--- config.mk ---
export PLATFORM = sky130hd
export DESIGN_NAME = pffa_front
export DESIGN_NICKNAME = d
export VERILOG_FILES = /design/src/pffa_pkg.sv /design/src/pffa_front.sv
export SDC_FILE = /design/constraint.sdc
export NUM_CORES = 1
export LEC_CHECK = 0
export BUFFER_PORTS_ARGS = -buffer_cell sky130_fd_sc_hd__buf_2
export CAP_MARGIN = 20
export CORE_ASPECT_RATIO = 0.8
export CORE_MARGIN = 3
export CORE_UTILIZATION = 47
export DETAILED_ROUTE_END_ITERATION = 8
export MAX_ROUTING_LAYER = met4
export PLACE_DENSITY = 0.94
export SLEW_MARGIN = 20
export SYNTH_ARGS = -nofsm -noshare
export SYNTH_HDL_FRONTEND = slang
export SYNTH_SLANG_ARGS = --single-unit
--- constraint.sdc ---
create_clock -name vclk -period 15.45
set_clock_uncertainty 0.2 [all_clocks]
set_input_delay 2.3175 -clock vclk [all_inputs]
set_output_delay 2.3175 -clock vclk [all_outputs]
set_load 0.01 [all_outputs]
--- src/pffa_pkg.sv ---
// ============================================================================
// pffa_pkg
// Shared widths, codes and types of the page frame free list allocator.
// ============================================================================
package pffa_pkg;

    localparam int MAX_FRAMES = 4096;
    localparam int IDX_W      = $clog2(MAX_FRAMES);
    localparam int LINK_W     = IDX_W + 1;

    localparam int FRAME_W    = 36;
    localparam int TAG_W      = 32;
    localparam int COUNT_W    = 13;
    localparam int OP_W       = 2;
    localparam int STATUS_W   = 2;
    localparam int CFG_IDX_W  = 2;
    localparam int CFG_DATA_W = FRAME_W;

    localparam logic [COUNT_W-1:0] FRAME_COUNT_RESET = COUNT_W'(4096);

    // register indexes
    localparam logic [CFG_IDX_W-1:0] CFG_BASE  = CFG_IDX_W'(0);
    localparam logic [CFG_IDX_W-1:0] CFG_COUNT = CFG_IDX_W'(1);

    // operation codes
    localparam logic [OP_W-1:0] OP_ALLOC   = OP_W'(0);
    localparam logic [OP_W-1:0] OP_RELEASE = OP_W'(1);
    localparam logic [OP_W-1:0] OP_QUERY   = OP_W'(2);

    // status codes
    localparam logic [STATUS_W-1:0] ST_OK          = STATUS_W'(0);
    localparam logic [STATUS_W-1:0] ST_OOM         = STATUS_W'(1);
    localparam logic [STATUS_W-1:0] ST_UNMANAGED   = STATUS_W'(2);
    localparam logic [STATUS_W-1:0] ST_BAD_RELEASE = STATUS_W'(3);

    // classified command between front and back
    typedef struct packed {
        logic [OP_W-1:0]  op;
        logic             managed;
        logic [IDX_W-1:0] idx;
        logic [TAG_W-1:0] tag;
    } cmd_t;

    // one frame entry of the frame table
    typedef struct packed {
        logic              mark;
        logic [TAG_W-1:0]  gen;
        logic [LINK_W-1:0] link;
    } entry_t;

    // configuration as seen by front and back
    typedef struct packed {
        logic [FRAME_W-1:0] base;
        logic [LINK_W-1:0]  live;
    } ctx_t;

endpackage

--- src/pffa_front.sv ---
// ============================================================================
// pffa_front
// Input side: takes a transfer and classifies it into a queued command.
// ============================================================================
module pffa_front (
    input  logic                     in_valid,
    output logic                     in_ready,
    input  logic [pffa_pkg::OP_W-1:0]    operation,
    input  logic [pffa_pkg::FRAME_W-1:0] frame,
    input  logic [pffa_pkg::TAG_W-1:0]   tag,
    input  pffa_pkg::ctx_t           ctx,
    input  logic                     queue_full,
    input  logic                     clearing,
    output logic                     push,
    output pffa_pkg::cmd_t           cmd
);
    import pffa_pkg::*;

    logic [FRAME_W:0] offset;
    logic             managed;

    // borrow out of the top bit means the frame sits below the range
    assign offset  = {1'b0, frame} - {1'b0, ctx.base};
    assign managed = !offset[FRAME_W] && (offset[FRAME_W-1:0] < FRAME_W'(ctx.live));

    assign in_ready = !queue_full && !clearing;
    assign push     = in_valid && in_ready;

    always_comb
    begin
        cmd.op      = operation;
        cmd.managed = managed;
        cmd.idx     = offset[IDX_W-1:0];
        cmd.tag     = tag;
    end

endmodule

## After elaboration in Yosys (flattened, before gate mapping)

Index checks and enable logic that the tools add are counted.

| word-level totals | value |
|---|---|
| logic and storage cells | 8 |
| output and inout bits | 49 |
| bits of input ports | 122 |
| flip-flop bits (word level) | 0 |

| cells by class | value |
|---|---|
| reductions and logical operators | 6 |
| add/sub/neg operators | 1 |
| $lt $le $gt $ge | 1 |

Operators with widths:

| operator | count |
|---|---|
| 36-bit by 36-bit subtractor with 37-bit output | 1 |
| 36-bit by 13-bit less-than comparator with 1-bit output | 1 |
| 1-bit logical AND | 3 |
| 1-bit logical NOT | 3 |

## Depth between registers and ports, before layout

Gate-level depths: netlist (run 1).

| depth | value |
|---|---|
| depth in word-level cells | 3 |
| mapped depth | 20 |
| mapped depth without buffers | 19 |

## Worst setup path before layout (run 1)

OpenSTA, ideal clock, no wires.

| path | value |
|---|---|
| path kind | input to output |
| from | in frame[0] in the netlist's numbering |
| to | out cmd[44] in the netlist's numbering |
| arrival | 5.643 ns |
| stages on the path | 19 |
| data required time | 12.933 ns |
| slack | 7.289 ns |
| cell sequence | inv_1 > ha_1 > fa_1 > nand2b_1 > a21oi_2 > o21ai_0 > o21bai_1 > xor2_1 > ha_1 > a31oi_1 > nand4_1 > a2111oi_2 > nand2_1 > a311oi_1 > nand4_1 > nor4_1 > nand4_1 > nor4_2 > buf_4 |

| between the ends | value |
|---|---|
| longest elaborated chain between the ends | 3 |
| elaborated cells between the ends (all ways) | 4 |
| those cells by class | 1 x add/sub; 1 x order compare; 2 x reduce/logical |

RTL lines:

| item | RTL line | source |
|---|---|---|
| from (decl) | pffa_front.sv:9 | `input logic [pffa_pkg::FRAME_W-1:0] frame,` |
| 36-bit by 36-bit subtractor with 37-bit output * | pffa_front.sv:23 | `assign offset = {1'b0, frame} - {1'b0, ctx.base};` |
| 36-bit by 13-bit less-than comparator with 1-bit output / 1-bit logical NOT (equally long branches) | pffa_front.sv:24 | `assign managed = !offset[FRAME_W] && (offset[FRAME_W-1:0] < FRAME_W'(ctx.live));` |
| 1-bit logical AND * | pffa_front.sv:24 |  |
| to (decl) | pffa_front.sv:15 | `output pffa_pkg::cmd_t cmd` |

Mark *: on every way between the ends. The rest lies on a longest branch, timed or not.

==> results of run 1 <==
[layout make-up]
class                           count  area, um2  area share
Inverter                           56      210.2     0.06699
Multi-Input combinational cell    322       2315      0.7376
Tap cell                           78      97.59     0.03110
Timing Repair Buffer              103      515.5      0.1643
[through the flow]
stage | util | hold WS [ns] | instance area, um2 | power [mW]
after floorplan | - | 4.482 | 2848 | 0.1070
after global placement | 0.5559 | 4.435 | 3138 | 0.1353
after detailed placement | 0.5559 | 4.435 | 3138 | 0.1379
after CTS | 0.5559 | 4.435 | 3138 | 0.1388
after global routing | 0.5559 | 4.435 | 3138 | 0.1563
final | 0.5559 | 4.435 | 3138 | 0.1415
[worst max-delay path, delay by kind of cell]
| family | cells | cell delay [ns] |
|---|---|---|
| AO/OA/AOI/OAI | 6 | 1.32 |
| XOR/XNOR | 1 | 0.17 |
| adder cells (fa/ha/maj) | 3 | 0.89 |
| buffers and inverters | 3 | 0.26 |
| AND/OR/NAND/NOR | 7 | 1.24 |
[worst max-delay path by stage]
stage	from	to
after floorplan	frame[0]	cmd[44]
after CTS	frame[0]	cmd[44]
after global placement	frame[0]	cmd[44]
after detailed placement	frame[0]	cmd[44]
final	frame[0]	cmd[44]
after global routing	frame[0]	cmd[44]
[layer usage]
metal  share of wire  vias to the layer above
met5               0                        -
met4          0.0073                        0
met3            0.11                       10
met2            0.43                      182
met1            0.46                     1476
li1                -                     1580
[report_power, final]
group	switching (mW)	internal [mW]	total [mW]
clock	0	0	0
combinational	0.0826	0.0589	0.142
sequential	0	0	0
[placed cells by master, fill, tap and decap left out, drive strengths merged, types with 10 or more instances in the layout]
cell type / n
a21oi: 45
nor2: 27
o21ai: 29
nand2: 32
xor2: 11
inv: 56
nand4: 14
ha: 48
xnor2: 16
nand2b: 10
buf: 103
[cells by family (layout without fill, tap and decap cells)]
logic type,after synthesis,count (layout),synth area share
compound gates,127,127,0.2983
buf+inv,101,159,0.1872
fa+ha+maj,49,49,0.2179
mux,1,1,0.003515
xor+xnor,27,27,0.08304
simple gates,118,118,0.2100
==> results.cfg, run 1 <==
[outcome]
status = finished clean

[routing]
drc = 0
ant_nets = 0
via_per_inst = 5.810
wl_per_cell_um = 14.87
vias = 3248
dr.pass1.iters = 5
drtIter0Drc = 259
drt-total-wl_um = 8315

[logic_synthesis]
syn_area_per_cell_um2 = 6.732
synth.most_common_cell = inv_1
syn-num-nets = 594
syn_area_um2 = 2848
yosysTopAreaCell = ha_1
yosysSeqAreaShare = 0
ys_top_cells_by_count = inv_1, ha_1, a21oi_1
yosys_warnings = 0
synth_cells = 423
yosys-top-cells-area = ha_1, buf_4, inv_1
yosys.area.top_type_share = 0.2109
synth.distinct_cells = 58

[critical_path]
cp_slowest_cell = fa_1
crit_path_cell_trace = buf_2 > inv_1 > ha_1 > fa_1 > nand2b_1 > a21oi_2 > o21ai_0 > o21bai_1 > xor2_1 > ha_1 > a31oi_1 > nand4_1 > a2111oi_2 > nand2_1 > a311oi_1 > nand4_1 > nor4_1 > nand4_1 > nor4_2 > buf_2
crit_fanout = 4
critPathLaunchType = input pin
crit_required_ns = 12.93
crit_top_cell = nand4_1
critPathKind = in -> out
crit_arrival_ns = 6.22
cp-end-kind = primary output
critical-path-max-stage-delay_ns = 0.41

[placement]
place_inst = 559
hpwl_um = 7240
pre_cts_ws_ns = 6.837
gp_congestion = 0.9832
portBuffers = 103

[hold_path]
hp-start = tag[0]
whs_path_depth = 0
holdPathEnd = cmd[0]
hold_class = in -> out

[sta]
slew_viol_final = 0
totalNegativeSetupSlack_ns = 0
rsz0062_at_grt = no
finalHoldViolations = 0
fin_crit_ns = 8.742
finalWorstSetupSlack_ns = 6.708
clock.fmax_mhz = 114.4
post-route-period-util = 0.5659
setup_viol = 0
relSlewSlack = 0.7064
worst_pin_slew_ns = 0.4357

[global_routing]
use_met3 = 0.03949
grt_usage = 0.2325
grt_antenna_before_repair = 0
grt_pass1_vias = 2888
grt_overflow = 0
grt_busiest_layer = met2
gr-usage-met2 = 0.3647
grt_max_degree = 10
grt_pass1_wl_um = 13190
met1_usage = 0.3282

[die]
ios = 171
die_x_um = 93.03
initial_core_util = 0.5044
die_area_um2 = 7035
rows = 24
die_y_um = 75.62
core-area_um2 = 5645

[final_layout]
syn_to_final_growth_pct = 10.19
seq_area_um2 = 0
num-clock-buffers = 0
num_antenna_cells = 0
fill_cells = 594
stdcell_count = 559
nets = 654
seq_cell_count = 0
layout-drive-gt1-share = 0.2516

[clocking]
post_cts_resize_count = 0
holdBufCountCts = 0
postCtsSetupBuffers = 0

[job]
maxCapViolCount = 0

[power_and_ir_drop]
p_leak_nw = 1.631
ir_drop_v = 0.00002167
power_density_nw_per_um2 = 45.10
(Power assumes the default switching activity.)
==> run 2, diff against run 1 <==
CORE_UTILIZATION = 42   (was 47)
PLACE_DENSITY = 0.89   (was 0.94)
clock period = 7.9 ns   (was 15.45 ns; I/O delays follow)
==> results.cfg, run 2 (synthesized netlist as in run 1, its figures left out) <==
[final_layout]
layout-drive-gt1-share = 0.2516
syn_to_final_growth_pct = 10.46
seq_area_um2 = 0
final_cell_mix = buf_2, inv_1, ha_1
final_common_cell = buf_2
final_area_um2 = 3146
final_core_util = 0.4859
multiInputGateArea_um2 = 2315
nets = 654
seq_cell_count = 0
num_antenna_cells = 0
stdcell_count = 565
fill_cells = 684
num-clock-buffers = 0

[global_routing]
grt_overflow = 0
grt_antenna_before_repair = 0
grt_pass1_vias = 2958
grt_usage = 0.2005
grt_max_degree = 10
grt_pass1_wl_um = 13210

[sta]
relSlewSlack = 0.7484
totalNegativeSetupSlack_ns = 0
slew_viol_final = 0
post-route-period-util = 0.8279
finalHoldViolations = 0
rsz0062_at_grt = no
setup_viol = 0
clock.fmax_mhz = 152.9
fin_crit_ns = 6.540
worst_pin_slew_ns = 0.3751

[routing]
vias = 3213
via_per_inst = 5.687
ant_nets = 0
drc = 0
drtIter0Drc = 232
drt-total-wl_um = 8011
dr.pass1.iters = 5
wl_per_cell_um = 14.18

[placement]
post_dp_cell_area_um2 = 3146
place_inst = 565
hpwl_um = 7005
portBuffers = 103
gp_congestion = 0.9567

[hold_path]
hold_class = in -> out
whs_path_depth = 0
hp-start = tag[16]
holdPathEnd = cmd[16]

[die]
ios = 171
die_y_um = 79.65
initial_core_util = 0.4399
die_area_um2 = 7810
die_x_um = 98.06
rows = 26
core-area_um2 = 6474

[critical_path]
crit_arrival_ns = 5.16
critPathLaunchType = input pin
cp-startpoint = frame[0]
critPathKind = in -> out
cp-end-kind = primary output
crit_fanout = 4
crit_required_ns = 6.51

[power_and_ir_drop]
p_leak_nw = 1.631
ir_drop_v = 0.00003596
power.total_mw = 0.2749
power_density_nw_per_um2 = 87.38

[job]
maxCapViolCount = 0

[outcome]
status = finished clean

[clocking]
holdBufCountCts = 0
post_cts_resize_count = 0
postCtsSetupBuffers = 0
run 2: worst max-delay path by stage:
stage	end	slack, ns
finish	cmd[44]	1.36
global route	cmd[44]	1.07
CTS	cmd[44]	1.47
detailed placement	cmd[44]	1.50
global placement	cmd[44]	1.56
floorplan	cmd[44]	2.00
run 2: metrics by stage:
| stage | worst slack, ns | hold WS [ns] |
|---|---|---|
| global placement | 1.563 | 2.170 |
| detailed placement | 1.501 | 2.170 |
| floorplan | 2.004 | 2.217 |
| finish | 1.360 | 2.170 |
| global route | 1.075 | 2.170 |
| CTS | 1.466 | 2.170 |
run 2: layout make-up:
| type | count | share of cell area |
|---|---|---|
| Multi-Input combinational cell | 322 | 0.7359 |
| Tap cell | 84 | 0.03341 |
| Inverter | 56 | 0.06683 |
| Timing Repair Buffer | 103 | 0.1639 |
run 2: metal layers:
metal / global-route usage / wire, um / vias to the layer above
met1: 0.2949 / 3932 / 1464
met2: 0.2935 / 3236 / 149
met5: - / 0 / -
met4: 0.03734 / 141 / 0
met3: 0.02445 / 700 / 18
li1: - / - / 1582
run 2: power by group:
part           switching (mW)  total (mW)  internal [mW]  leakage [nW]
clock                       0           0              0             0
sequential                  0           0              0             0
combinational           0.160       0.275          0.115          1.63
total                   0.160       0.275          0.115          1.63
run 2: worst max-delay path, cell delays in order:
cell	delay, ns
buf_2	0.08
inv_1	0.03
ha_1	0.21
fa_1	0.40
nand2b_1	0.21
a21oi_2	0.26
o21ai_0	0.19
o21bai_1	0.20
xor2_1	0.18
ha_1	0.27
a31oi_1	0.21
nand4_1	0.13
a2111oi_2	0.22
nand2_1	0.10
a311oi_1	0.27
nand4_1	0.13
nor4_1	0.32
nand4_1	0.16
nor4_2	0.23
buf_2	0.17
==> run 3, diff against run 2 <==
clock period = 5.8 ns   (was 7.9 ns; I/O delays follow)
==> results.cfg, run 3 (synthesized netlist as in run 1, its figures left out) <==
[final_layout]
final_cell_mix = buf_2, inv_1, ha_1
stdcell_count = 568
num_antenna_cells = 0
layout-drive-gt1-share = 0.2707
syn_to_final_growth_pct = 12.83
num-clock-buffers = 0
final_area_um2 = 3213
final_common_cell = buf_2
nets = 657
seq_area_um2 = 0
seq_cell_count = 0

[sta]
rsz0062_at_grt = no
totalNegativeSetupSlack_ns = 0
slew_viol_final = 0
finalHoldViolations = 0
worst_pin_slew_ns = 0.4787
relSlewSlack = 0.6767
post-route-period-util = 0.9441
fin_crit_ns = 5.476
clock.fmax_mhz = 182.6
setup_viol = 0
finalWorstSetupSlack_ns = 0.3242

[placement]
place_inst = 567
gp_congestion = 1.009
hpwl_um = 6897
pre_cts_ws_ns = 0.1055
post_dp_cell_area_um2 = 3161
portBuffers = 103

[routing]
drtIter0Drc = 261
drt-total-wl_um = 7935
via_per_inst = 5.613
vias = 3188
drc = 0
wl_per_cell_um = 13.97
ant_nets = 0
dr.pass1.iters = 5

[global_routing]
grt_overflow = 0
grt_pass1_vias = 2911
grt_usage = 0.1928
grt_pass1_wl_um = 12820
grt_antenna_before_repair = 0
grt_max_degree = 10

[outcome]
status = finished clean

[critical_path]
cp-end-kind = primary output
crit_path_cell_trace = buf_2 > ha_1 > a21oi_2 > a21bo_2 > o21a_1 > a21oi_1 > xnor2_1 > ha_1 > a31oi_1 > nand4_1 > a2111oi_2 > nand2_1 > a311oi_2 > nand4_1 > nor4_2 > nand4_1 > nor4_2 > buf_2
critPathKind = in -> out
cp_slowest_cell = ha_1
crit_top_cell = nand4_1
crit_required_ns = 4.73
crit_fanout = 7
critical-path-max-stage-delay_ns = 0.39
critPathLaunchType = input pin
crit_arrival_ns = 4.41

[die]
die_x_um = 98.06
die_y_um = 79.65
die_area_um2 = 7810
initial_core_util = 0.4399
core-area_um2 = 6474
rows = 26
ios = 171

[power_and_ir_drop]
power_density_nw_per_um2 = 119.0
ir_drop_v = 0.00005494
p_leak_nw = 1.658

[hold_path]
hold_class = in -> out

[job]
maxCapViolCount = 0
==> run 3: cell count changes in the layout (fill, tap and decap cells not counted), sizes merged <==
cell  before  now
buf      103  106
==> run 3: metrics by stage <==
stage	util	total power [mW]	hold WS [ns]
floorplan	-	0.2851	1.587
global placement	0.4882	0.3589	1.540
detailed placement	0.4882	0.3652	1.540
CTS	0.4882	0.3676	1.540
global route	0.4963	0.4261	1.540
finish	0.4963	0.3825	1.540
==> run 3: final timing paths <==
check	start	to	slack, ns	cells past startpoint
hold / removal	tag[16]	cmd[16]	1.54	0
setup / recovery	frame[6]	cmd[44]	0.32	18
==> run 3: timing repair <==
| action | CTS | global route |
|---|---|---|
| gates resized for setup | 0 | 9 |
| buffers inserted | 0 | 1 |
| endpoints found under the setup margin | 0 | 1 |
| hold buffers | 0 | 0 |
==> run 3: report_power, final <==
group / switching [mW] / internal, mW
combinational: 0.220 / 0.163
clock: 0 / 0
sequential: 0 / 0
==> run 3: layout make-up <==
| cell class | count | area (um2) |
|---|---|---|
| repair buffers | 106 | 538.0 |
| inverters | 56 | 210.2 |
| multi-input cells | 322 | 2360 |
| well taps | 84 | 105.1 |
| fillers | 657 | 3261 |
==> run 3: layer usage <==
metal | global-route usage | vias up | part of all wire
li1 | - | 1583 | -
met1 | 0.2645 | 1431 | 0.48
met2 | 0.2982 | 154 | 0.41
met3 | 0.03406 | 20 | 0.092
met4 | 0.03734 | 0 | 0.013
met5 | - | - | 0
==> run 3: worst max-delay path: cells and delay by family <==
kind	cells	cell delay [ns]
AOI/OAI and AO/OA	7	1.48
and+or+nand+nor	6	0.89
adders and majority gates	2	0.68
buffers and inverters	2	0.27
xor gates and xnor gates	1	0.20
