--- config.mk ---
export PLATFORM = sky130hd
export DESIGN_NAME = pffa_queue
export DESIGN_NICKNAME = d
export VERILOG_FILES = /design/src/pffa_pkg.sv /design/src/pffa_queue.sv
export SDC_FILE = /design/constraint.sdc
export NUM_CORES = 1
export LEC_CHECK = 0
export BUFFER_PORTS_ARGS = -buffer_cell sky130_fd_sc_hd__buf_2
export CORE_ASPECT_RATIO = 1.4
export CORE_MARGIN = 4
export CORE_UTILIZATION = 55
export DETAILED_ROUTE_END_ITERATION = 8
export GPL_TIMING_DRIVEN = 0
export PLACE_DENSITY = 0.83
export REMOVE_ABC_BUFFERS = 1
export SLEW_MARGIN = 20
export SYNTH_ARGS = -nofsm -noshare
export SYNTH_HDL_FRONTEND = slang
export SYNTH_SLANG_ARGS = --single-unit
export TNS_END_PERCENT = 30
--- constraint.sdc ---
create_clock -name clk -period 5.4 [get_ports clk]
set_clock_uncertainty 0.15 [all_clocks]
set_input_delay 0.81 -clock clk [delete_from_list [all_inputs] [get_ports clk]]
set_output_delay 0.81 -clock clk [all_outputs]
set_load 0.1 [all_outputs]
--- src/pffa_pkg.sv ---
// ============================================================================
// pffa_pkg
// Shared widths, codes and types of the page frame free list allocator.
// ============================================================================
package pffa_pkg;

    localparam int MAX_FRAMES = 4096;
    localparam int IDX_W      = $clog2(MAX_FRAMES);
    localparam int LINK_W     = IDX_W + 1;

    localparam int FRAME_W    = 36;
    localparam int TAG_W      = 32;
    localparam int COUNT_W    = 13;
    localparam int OP_W       = 2;
    localparam int STATUS_W   = 2;
    localparam int CFG_IDX_W  = 2;
    localparam int CFG_DATA_W = FRAME_W;

    localparam logic [COUNT_W-1:0] FRAME_COUNT_RESET = COUNT_W'(4096);

    // register indexes
    localparam logic [CFG_IDX_W-1:0] CFG_BASE  = CFG_IDX_W'(0);
    localparam logic [CFG_IDX_W-1:0] CFG_COUNT = CFG_IDX_W'(1);

    // operation codes
    localparam logic [OP_W-1:0] OP_ALLOC   = OP_W'(0);
    localparam logic [OP_W-1:0] OP_RELEASE = OP_W'(1);
    localparam logic [OP_W-1:0] OP_QUERY   = OP_W'(2);

    // status codes
    localparam logic [STATUS_W-1:0] ST_OK          = STATUS_W'(0);
    localparam logic [STATUS_W-1:0] ST_OOM         = STATUS_W'(1);
    localparam logic [STATUS_W-1:0] ST_UNMANAGED   = STATUS_W'(2);
    localparam logic [STATUS_W-1:0] ST_BAD_RELEASE = STATUS_W'(3);

    // classified command between front and back
    typedef struct packed {
        logic [OP_W-1:0]  op;
        logic             managed;
        logic [IDX_W-1:0] idx;
        logic [TAG_W-1:0] tag;
    } cmd_t;

    // one frame entry of the frame table
    typedef struct packed {
        logic              mark;
        logic [TAG_W-1:0]  gen;
        logic [LINK_W-1:0] link;
    } entry_t;

    // configuration as seen by front and back
    typedef struct packed {
        logic [FRAME_W-1:0] base;
        logic [LINK_W-1:0]  live;
    } ctx_t;

endpackage

--- src/pffa_queue.sv ---
// ============================================================================
// pffa_queue
// Two-entry command queue between front and back.
// ============================================================================
module pffa_queue (
    input  logic           clk,
    input  logic           rst_n,
    input  logic           push,
    input  pffa_pkg::cmd_t push_data,
    input  logic           pop,
    output pffa_pkg::cmd_t pop_data,
    output logic           full,
    output logic           empty
);
    import pffa_pkg::*;

    localparam int DEPTH = 2;
    localparam int PTR_W = $clog2(DEPTH);
    localparam int CNT_W = $clog2(DEPTH + 1);

    cmd_t             slot_reg [DEPTH];
    logic [PTR_W-1:0] wr_ptr_reg;
    logic [PTR_W-1:0] rd_ptr_reg;
    logic [CNT_W-1:0] count_reg;

    assign full     = (count_reg == CNT_W'(DEPTH));
    assign empty    = (count_reg == '0);
    assign pop_data = slot_reg[rd_ptr_reg];

    always_ff @(posedge clk or negedge rst_n)
    begin
        if (!rst_n)
        begin
            wr_ptr_reg <= '0;
            rd_ptr_reg <= '0;
            count_reg  <= '0;
        end
        else
        begin
            if (push)
            begin
                slot_reg[wr_ptr_reg] <= push_data;
                wr_ptr_reg <= (wr_ptr_reg == PTR_W'(DEPTH - 1)) ? '0 : wr_ptr_reg + PTR_W'(1);
            end
            if (pop)
            begin
                rd_ptr_reg <= (rd_ptr_reg == PTR_W'(DEPTH - 1)) ? '0 : rd_ptr_reg + PTR_W'(1);
            end
            if (push && !pop)
            begin
                count_reg <= count_reg + CNT_W'(1);
            end
            else if (pop && !push)
            begin
                count_reg <= count_reg - CNT_W'(1);
            end
        end
    end

    a_no_overflow: assert property (@(posedge clk) disable iff (!rst_n)
        full |-> !push || pop)
        else $error("push into full command queue");

endmodule

# Word-level counts from Yosys, hierarchy flattened
# Memory sizes are Yosys's and may differ from the RTL's.
# Cells that the tools add are included.
# word_totals
regBits	4
latchBits	0
ramBits	94
mem_bits_ro	0
inputBits	51
out_inout_bits	49
word_cells	22
n_memories	1
# classes
addsub	4
mul	0
div	0
magnitude_cmp	0
n_eq_ne	1
shifts	0
n_mux	6
n_bitwise	0
n_reduce_logical	7
# mem_list
memory	depth	width	read_ports	rd_clocked_by_memory_dff	wr	line	source
slot_reg	2	47	1	0	1	pffa_queue.sv:21	cmd_t slot_reg [DEPTH];
# op_table
op	count
1-bit two-way mux	4
2-bit two-way mux	2
1-bit logical AND	3
1-bit adder (second input constant)	2
2-bit by 1-bit adder with 2-bit output (second input constant)	1
2-bit equality test (second input constant)	1
1-bit logical NOT	2
2-bit logical NOT	1
2-bit nonzero test	1
2-bit by 1-bit subtractor with 2-bit output (second input constant)	1

# Depth between registers and ports, before layout
# Gate-level depths: netlist of the first run.
# logic_depth
depth_word	4
depth_mapped	5
mapped_depth_nobuf	5

# Worst setup path before layout of the first run
# Ideal clock, no wire load.
# synth_timing
path_kind	input port to flip-flop
startpoint	in push
endpoint	mem slot_reg[0][0] (netlist name) (enable)
setup_ns	0.453
arrival_ns	2.847
required_time_ns	4.797
path_slack_ns	1.950
stages	2
path_buffers	0
cell_sequence	nand2_1 nor2_1
# synth_between
elab_chain_len	3
# synth_rtl
element	line	source
start: declaration	pffa_queue.sv:8	input logic push,
1-bit two-way mux	pffa_queue.sv:40	if (push)
1-bit logical AND (implied by the code)	pffa_queue.sv:42	slot_reg[wr_ptr_reg] <= push_data;
1-bit two-way mux (implied by the code)	pffa_queue.sv:42	
end: declaration	pffa_queue.sv:21	
# Every way passes these cells.

==> results of run 1 <==
==> synth_stat cells <==
| master | count | share of area, % |
|---|---|---|
| sky130_fd_sc_hd__inv_1 | 1 | 0.10 |
| sky130_fd_sc_hd__xnor2_1 | 1 | 0.24 |
| sky130_fd_sc_hd__edfxtp_1 | 94 | 77 |
| sky130_fd_sc_hd__buf_2 | 2 | 0.27 |
| sky130_fd_sc_hd__dfrtp_1 | 4 | 2.7 |
| sky130_fd_sc_hd__nor2b_1 | 1 | 0.17 |
| sky130_fd_sc_hd__mux2_4 | 20 | 8.2 |
| sky130_fd_sc_hd__nor2_1 | 3 | 0.31 |
| sky130_fd_sc_hd__and3_1 | 1 | 0.17 |
| sky130_fd_sc_hd__ha_1 | 1 | 0.34 |
| sky130_fd_sc_hd__xor2_1 | 4 | 0.96 |
| sky130_fd_sc_hd__mux2_2 | 27 | 8.3 |
| sky130_fd_sc_hd__nand2_1 | 1 | 0.10 |
| sky130_fd_sc_hd__buf_6 | 3 | 0.92 |
==> worst min-delay path by stage <==
stage,depth (start not counted),to,slack [ps]
2_1_floorplan,1,wr_ptr_reg$_DFFE_PN0P_,310
3_3_place_gp,1,wr_ptr_reg$_DFFE_PN0P_,320
3_5_place_dp,1,count_reg[1]$_DFFE_PN0P_,340
4_1_cts,1,count_reg[0]$_DFFE_PN0P_,100
5_1_grt,1,count_reg[0]$_DFFE_PN0P_,100
6_report,1,count_reg[0]$_DFFE_PN0P_,120
==> final cells by class <==
| type | count | area, µm² |
|---|---|---|
| clock buffer | 9 | 124 |
| clock inverter | 7 | 61.3 |
| fill | 424 | 1890 |
| inverter | 1 | 3.75 |
| multi-input combinational | 59 | 697 |
| sequential | 98 | 2930 |
| tap | 72 | 90.1 |
| timing repair buffer | 101 | 543 |
==> kinds of logic after synthesis <==
| logic type | count (synthesis) | synth area share (%) |
|---|---|---|
| adders and majority gates | 1 | 0.342 |
| DFF | 98 | 79.9 |
| muxes | 47 | 16.5 |
| xor gates and xnor gates | 5 | 1.20 |
| and+or+nand+nor | 6 | 0.752 |
| buffers and inverters | 6 | 1.30 |
==> per-stage QoR <==
step / area [µm²] / utilization [%]
6_report: 4450 / 70.1
5_1_grt: 4450 / 70.1
4_1_cts: 4450 / 70.1
3_5_place_dp: 4260 / 67.2
3_3_place_gp: 4200 / 66.3
2_1_floorplan: 3610 / -
==> placed cells by master (no fill, tap or decap), drive strengths merged <==
cell type  synthesis  layout
and3               1       1
buf                5     101
clkbuf             0       9
clkinv             0       2
clkinvlp           0       1
dfrtp              4       4
edfxtp            94      94
ha                 1       1
inv                1       5
mux2              47      47
nand2              1       1
nor2               3       3
nor2b              1       1
xnor2              1       1
xor2               4       4
==> per-layer routing <==
layer | GRT usage, % | vias to the layer above | routed length [µm]
met3 | 3.81 | 7 | 293
li1 | - | 846 | -
met1 | 16.5 | 861 | 2170
met5 | 0 | - | 0
met2 | 28.7 | 51 | 3370
met4 | 5.44 | 0 | 53
==> worst max-delay path, stage by stage, from the launching register on <==
cell                      delay, ps
sky130_fd_sc_hd__dfrtp_4        920
sky130_fd_sc_hd__mux2_2         290
sky130_fd_sc_hd__buf_2          420
==> Flow_metrics.wiki, run 1 <==
{| class="wikitable"
! Metric !! Value
|-
| Final Hold Slack || 116 ps
|-
| I/O Pins || 100
|-
| Maximum clock path buffer count || 2
|-
| Flip-flop count of the largest register after layout || 94
|-
| Average via count per standard cell || 5.09
|-
| Area Overhead vs Synth || 21.5%
|-
| Width of the chip || 76.9 µm
|-
| Beginning of the critical path || rd_ptr_reg$_DFFE_PN0P_
|-
| Post-placement cell count || 331
|-
| Worst Path Arrival || 2010 ps
|-
| Num CTS Buffers || 9
|-
| Clock edge transition at the registers on the reported setup and hold paths || 90 ps
|-
| Grt ovf || 0
|-
| Synthesized area divided by synthesized cell count || 22.4 µm²
|-
| Crit path to || pop_data[27]
|-
| Warnings, synthesis || 0
|-
| Sequential element share of the synthesized area || 79.9%
|-
| Setup repair bufs after CTS || 0
|-
| NumNets Final || 322
|-
| Critical path endpoint category || output port
|-
| Ratio of cells with drive above 1 in the final layout || 60.7%
|-
| Maximum clock frequency || 0.337 GHz
|-
| Half-perimeter wire length of the detailed placement result || 4110 µm
|-
| Synthesis-stage register bit count || 98
|-
| Post-Syn Instances || 163
|-
| Worst hold path class || in2async
|-
| Worst Reg-to-Reg Cells || 2
|-
| Setup slack of the critical path after layout || 2430 ps
|-
| Tcrit/Tclk final || 54.9%
|-
| DRC || 0
|-
| Setup tns final || 0 ps
|-
| Remaining max-slew budget at the tightest pin || 50.7%
|-
| Vias || 1765
|-
| Post-synth cell types || 14
|-
| Vias in the first global route || 1935
|-
| Placement row count || 34
|-
| RR Startpoint || wr_ptr_reg$_DFFE_PN0P_
|-
| Std-Cell Core Area || 6340 µm²
|-
| Result of the run || finished clean
|-
| Largest net degree at the start of global routing || 49
|-
| Reg-to-reg setup timing slack || 3600 ps
|-
| Antenna violations before repair || 0
|-
| WL per Instance || 17.0 µm
|-
| Slew of the pin with the lowest slew margin || 740 ps
|-
| Max Cap Violations || 0
|-
| Syn Std Cell Area || 3660 µm²
|-
| Post-layout minimum cycle time || 2970 ps
|-
| Critical-path maximum fanout || 48
|-
| Number of inserted diodes || 0
|-
| Number of port buffers || 99
|-
| RSZ-0062 raised after global routing || false
|-
| Number of hold violations in the final report || 0
|-
| Reg-to-Reg End || slot_reg[1][22]$_DFFE_PP_
|-
| Antenna Nets Post-Route || 0
|-
| Worst Setup Start Kind || flop
|-
| Worst EP required || 4440 ps
|-
| Pre-CTS setup slack || 2790 ps
|-
| First-pass GRT wire length || 9330 µm
|-
| Routability-driven placement congestion ratio || 0.668
|-
| Clock latency on the worst-skew pair || 340 ps
|-
| Number of max-slew violations in the final report || 0
|-
| Post-cts resize count || 0
|-
| Number of sinks on the clock net || 98
|-
| Post-layout instance count excluding filler cells || 347
|-
| GRT Overall Usage || 15.3%
|-
| Root Buffer || sky130_fd_sc_hd__clkbuf_8
|-
| Iteration count of the initial detailed-routing pass || 4
|-
| Critical Setup Path Class || reg2out
|-
| Initial core utilization || 57.7%
|-
| Overall routed net length || 5890 µm
|-
| Number of H-tree levels || 3
|-
| Die area || 8040 µm²
|-
| Starting DRC count in detailed routing || 80
|-
| # hold bufs at CTS || 0
|-
| Die Y-Extent || 105 µm
|-
| TritonCTS clock tree || yes
|-
| Final setup fails || 0
|}
Power of run 1 is not shown: default switching activity piles up to over one toggle a cycle in this logic, so the estimate is an artifact.
==> run 2, diff against run 1 <==
CORE_UTILIZATION = 52   (was 55)
PLACE_DENSITY = 0.79   (was 0.83)
clock period = 2.77 ns   (was 5.4 ns; I/O delays follow)
==> run 2 against run 1 <==
Sequential share of layout area decreased by 1.1 points; non-clock buffer count increased by 2; register-to-register slack got worse by 2500 ps; critical path type unchanged; critical endpoint is now pop_data[18]; highest routed layer unchanged.
==> Flow_metrics.wiki, run 2 (synthesized netlist as in run 1, its figures left out) <==
{| class="wikitable"
! Metric !! Value
|-
| Ratio of cells with drive above 1 in the final layout || 60.3% (was 60.7%)
|-
| RR Startpoint || wr_ptr_reg$_DFFE_PN0P_ (unchanged)
|-
| Number of sinks on the clock net || 98 (unchanged)
|-
| I/O Pins || 100 (unchanged)
|-
| Number of port buffers || 99 (unchanged)
|-
| Root Buffer || sky130_fd_sc_hd__clkbuf_8 (unchanged)
|-
| Maximum clock frequency || 0.392 GHz
|-
| Antenna violations before repair || 0 (unchanged)
|-
| Beginning of the critical path || rd_ptr_reg$_DFFE_PN0P_ (unchanged)
|-
| Largest net degree at the start of global routing || 49 (unchanged)
|-
| Die Y-Extent || 107 µm (was 105 µm)
|-
| Grt ovf || 0 (unchanged)
|-
| Most used cells in the layout excluding fill and tap cells || sky130_fd_sc_hd__buf_2, sky130_fd_sc_hd__edfxtp_1, sky130_fd_sc_hd__mux2_2, sky130_fd_sc_hd__mux2_4, sky130_fd_sc_hd__clkbuf_8 (unchanged)
|-
| Setup repair bufs after CTS || 0 (unchanged)
|-
| Tcrit/Tclk final || 92.1%
|-
| Overall routed net length || 5930 µm (was 5890 µm)
|-
| Vias || 1777 (was 1765)
|-
| RSZ-0062 raised after global routing || false (unchanged)
|-
| Ordered cell list for the critical path || mux2_2, buf_2 (unchanged)
|-
| Initial core utilization || 54.6% (was 57.7%)
|-
| Area Overhead vs Synth || 23.6% (was 21.5%)
|-
| Routability-driven placement congestion ratio || 0.687 (was 0.668)
|-
| Maximum clock path buffer count || 2 (unchanged)
|-
| Cell area after layout || 4520 µm² (was 4450 µm²)
|-
| Slew of the pin with the lowest slew margin || 734 ps (was 740 ps)
|-
| Critical-path maximum fanout || 48 (unchanged)
|-
| GRT Overall Usage || 14.7% (was 15.3%)
|-
| Average via count per standard cell || 4.82 (was 5.09)
|-
| Critical Setup Path Class || reg2out (unchanged)
|-
| Max Cap Violations || 0 (unchanged)
|-
| Post-DP Area || 4310 µm² (was 4260 µm²)
|-
| Worst Setup Start Kind || flop (unchanged)
|-
| Antenna Nets Post-Route || 0 (unchanged)
|-
| Placement row count || 35 (was 34)
|-
| Most common library cell in the layout ignoring fill and taps || sky130_fd_sc_hd__buf_2 (unchanged)
|-
| Width of the chip || 78.9 µm (was 76.9 µm)
|-
| Flip-flop count of the largest register after layout || 94 (unchanged)
|-
| Critical path endpoint category || output port (unchanged)
|-
| Launch point of the worst hold path || push_data[28]
|-
| Worst Path Arrival || 1980 ps (was 2010 ps)
|-
| Vias in the first global route || 1970 (was 1935)
|-
| Number of max-slew violations in the final report || 0 (unchanged)
|-
| Starting DRC count in detailed routing || 82 (was 80)
|-
| NumNets Final || 324 (was 322)
|-
| Post-layout minimum cycle time || 2550 ps
|-
| Max stage delay on crit path || 920 ps (about the same)
|-
| Result of the run || finished clean (unchanged)
|-
| Number of H-tree levels || 3 (unchanged)
|-
| DRC || 0 (unchanged)
|-
| Final setup fails || 0 (unchanged)
|-
| Worst hold path class || in2reg (was in2async)
|-
| TritonCTS clock tree || yes (unchanged)
|-
| Cell type group with the largest total delay on the critical path || flip-flops (unchanged)
|-
| First-pass GRT wire length || 9340 µm (was 9330 µm)
|-
| Die area || 8460 µm² (was 8040 µm²)
|-
| Cell with the largest stage delay on the worst path || sky130_fd_sc_hd__dfrtp_4 (unchanged)
|-
| Buffering stage count on the worst path with inverters included || 1 (unchanged)
|-
| WL per Instance || 16.1 µm (was 17.0 µm)
|-
| Std-Cell Core Area || 6700 µm² (was 6340 µm²)
|-
| Iteration count of the initial detailed-routing pass || 4 (unchanged)
|-
| Number of inserted diodes || 0 (unchanged)
|-
| Worst EP required || 2200 ps (was 4440 ps)
|-
| Num CTS Buffers || 9 (unchanged)
|-
| Number of hold violations in the final report || 0 (unchanged)
|-
| Clock edge transition at the registers on the reported setup and hold paths || 100 ps (was 90 ps)
|-
| Half-perimeter wire length of the detailed placement result || 4140 µm (was 4110 µm)
|-
| Remaining max-slew budget at the tightest pin || 51.0% (was 50.7%)
|-
| Clock latency on the worst-skew pair || 330 ps (was 340 ps)
|}
[run 2: changes by cell type in the layout (fill, tap and decap cells not counted)]
cell / change
sky130_fd_sc_hd__inv_8: -2
sky130_fd_sc_hd__buf_16: +1
sky130_fd_sc_hd__bufinv_16: +1
sky130_fd_sc_hd__clkbuf_1: +1
sky130_fd_sc_hd__clkinv_2: -1
sky130_fd_sc_hd__dlygate4sd3_1: +1
sky130_fd_sc_hd__inv_6: +1
[run 2: stage by stage]
step / hold slack, ps / setup slack (ps) / TNS [ps] / util, % / std cells
finish: 103 / 220 / 0 / 67.5 / 369
floorplan: -30.1 / -285 / -14160 / - / 158
global route: 76.5 / 107 / 0 / 67.5 / 369
global placement: 84.4 / -1490 / -104380 / 63.1 / 349
CTS: 82.6 / 174 / 0 / 67.5 / 369
detailed placement: 91.1 / 555 / 0 / 64.4 / 352
[run 2: path summary, 6_finish.rpt]
kind	slack (ps)	depth (start not counted)	to
worst min-delay path	100	1	slot_reg[0][28]$_DFFE_PP_
worst max-delay path	220	2	pop_data[18]
min in group asynchronous	280	2	count_reg[1]$_DFFE_PN0P_
worst min register to register	370	1	count_reg[1]$_DFFE_PN0P_
max in group asynchronous	2030	2	rd_ptr_reg$_DFFE_PN0P_
worst max register to register	1070	2	slot_reg[1][34]$_DFFE_PP_
[run 2: cell type report]
| cell class | count | area (µm²) |
|---|---|---|
| fillers | 455 | 2180 |
| clock buffers | 10 | 128 |
| repair buffers | 103 | 581 |
| inverters | 1 | 3.75 |
| clock inverters | 6 | 72.6 |
| well taps | 92 | 115 |
| multi-input cells | 59 | 697 |
| flip-flops and latches | 98 | 2930 |
[run 2: repair_timing]
item | CTS | global route
gates resized for setup | 0 | 0
endpoints found under the hold margin | 4 | 0
hold buffers | 1 | 0
[run 2: per-layer routing]
| metal | up-vias | wire length (µm) | GRT usage (%) |
|---|---|---|---|
| met1 | 875 | 2180 | 16.4 |
| met5 | - | 0 | 0 |
| li1 | 853 | - | - |
| met2 | 45 | 3440 | 27.0 |
| met3 | 4 | 259 | 3.45 |
| met4 | 0 | 48 | 5.65 |
Power of run 2 is left out for the same reason.
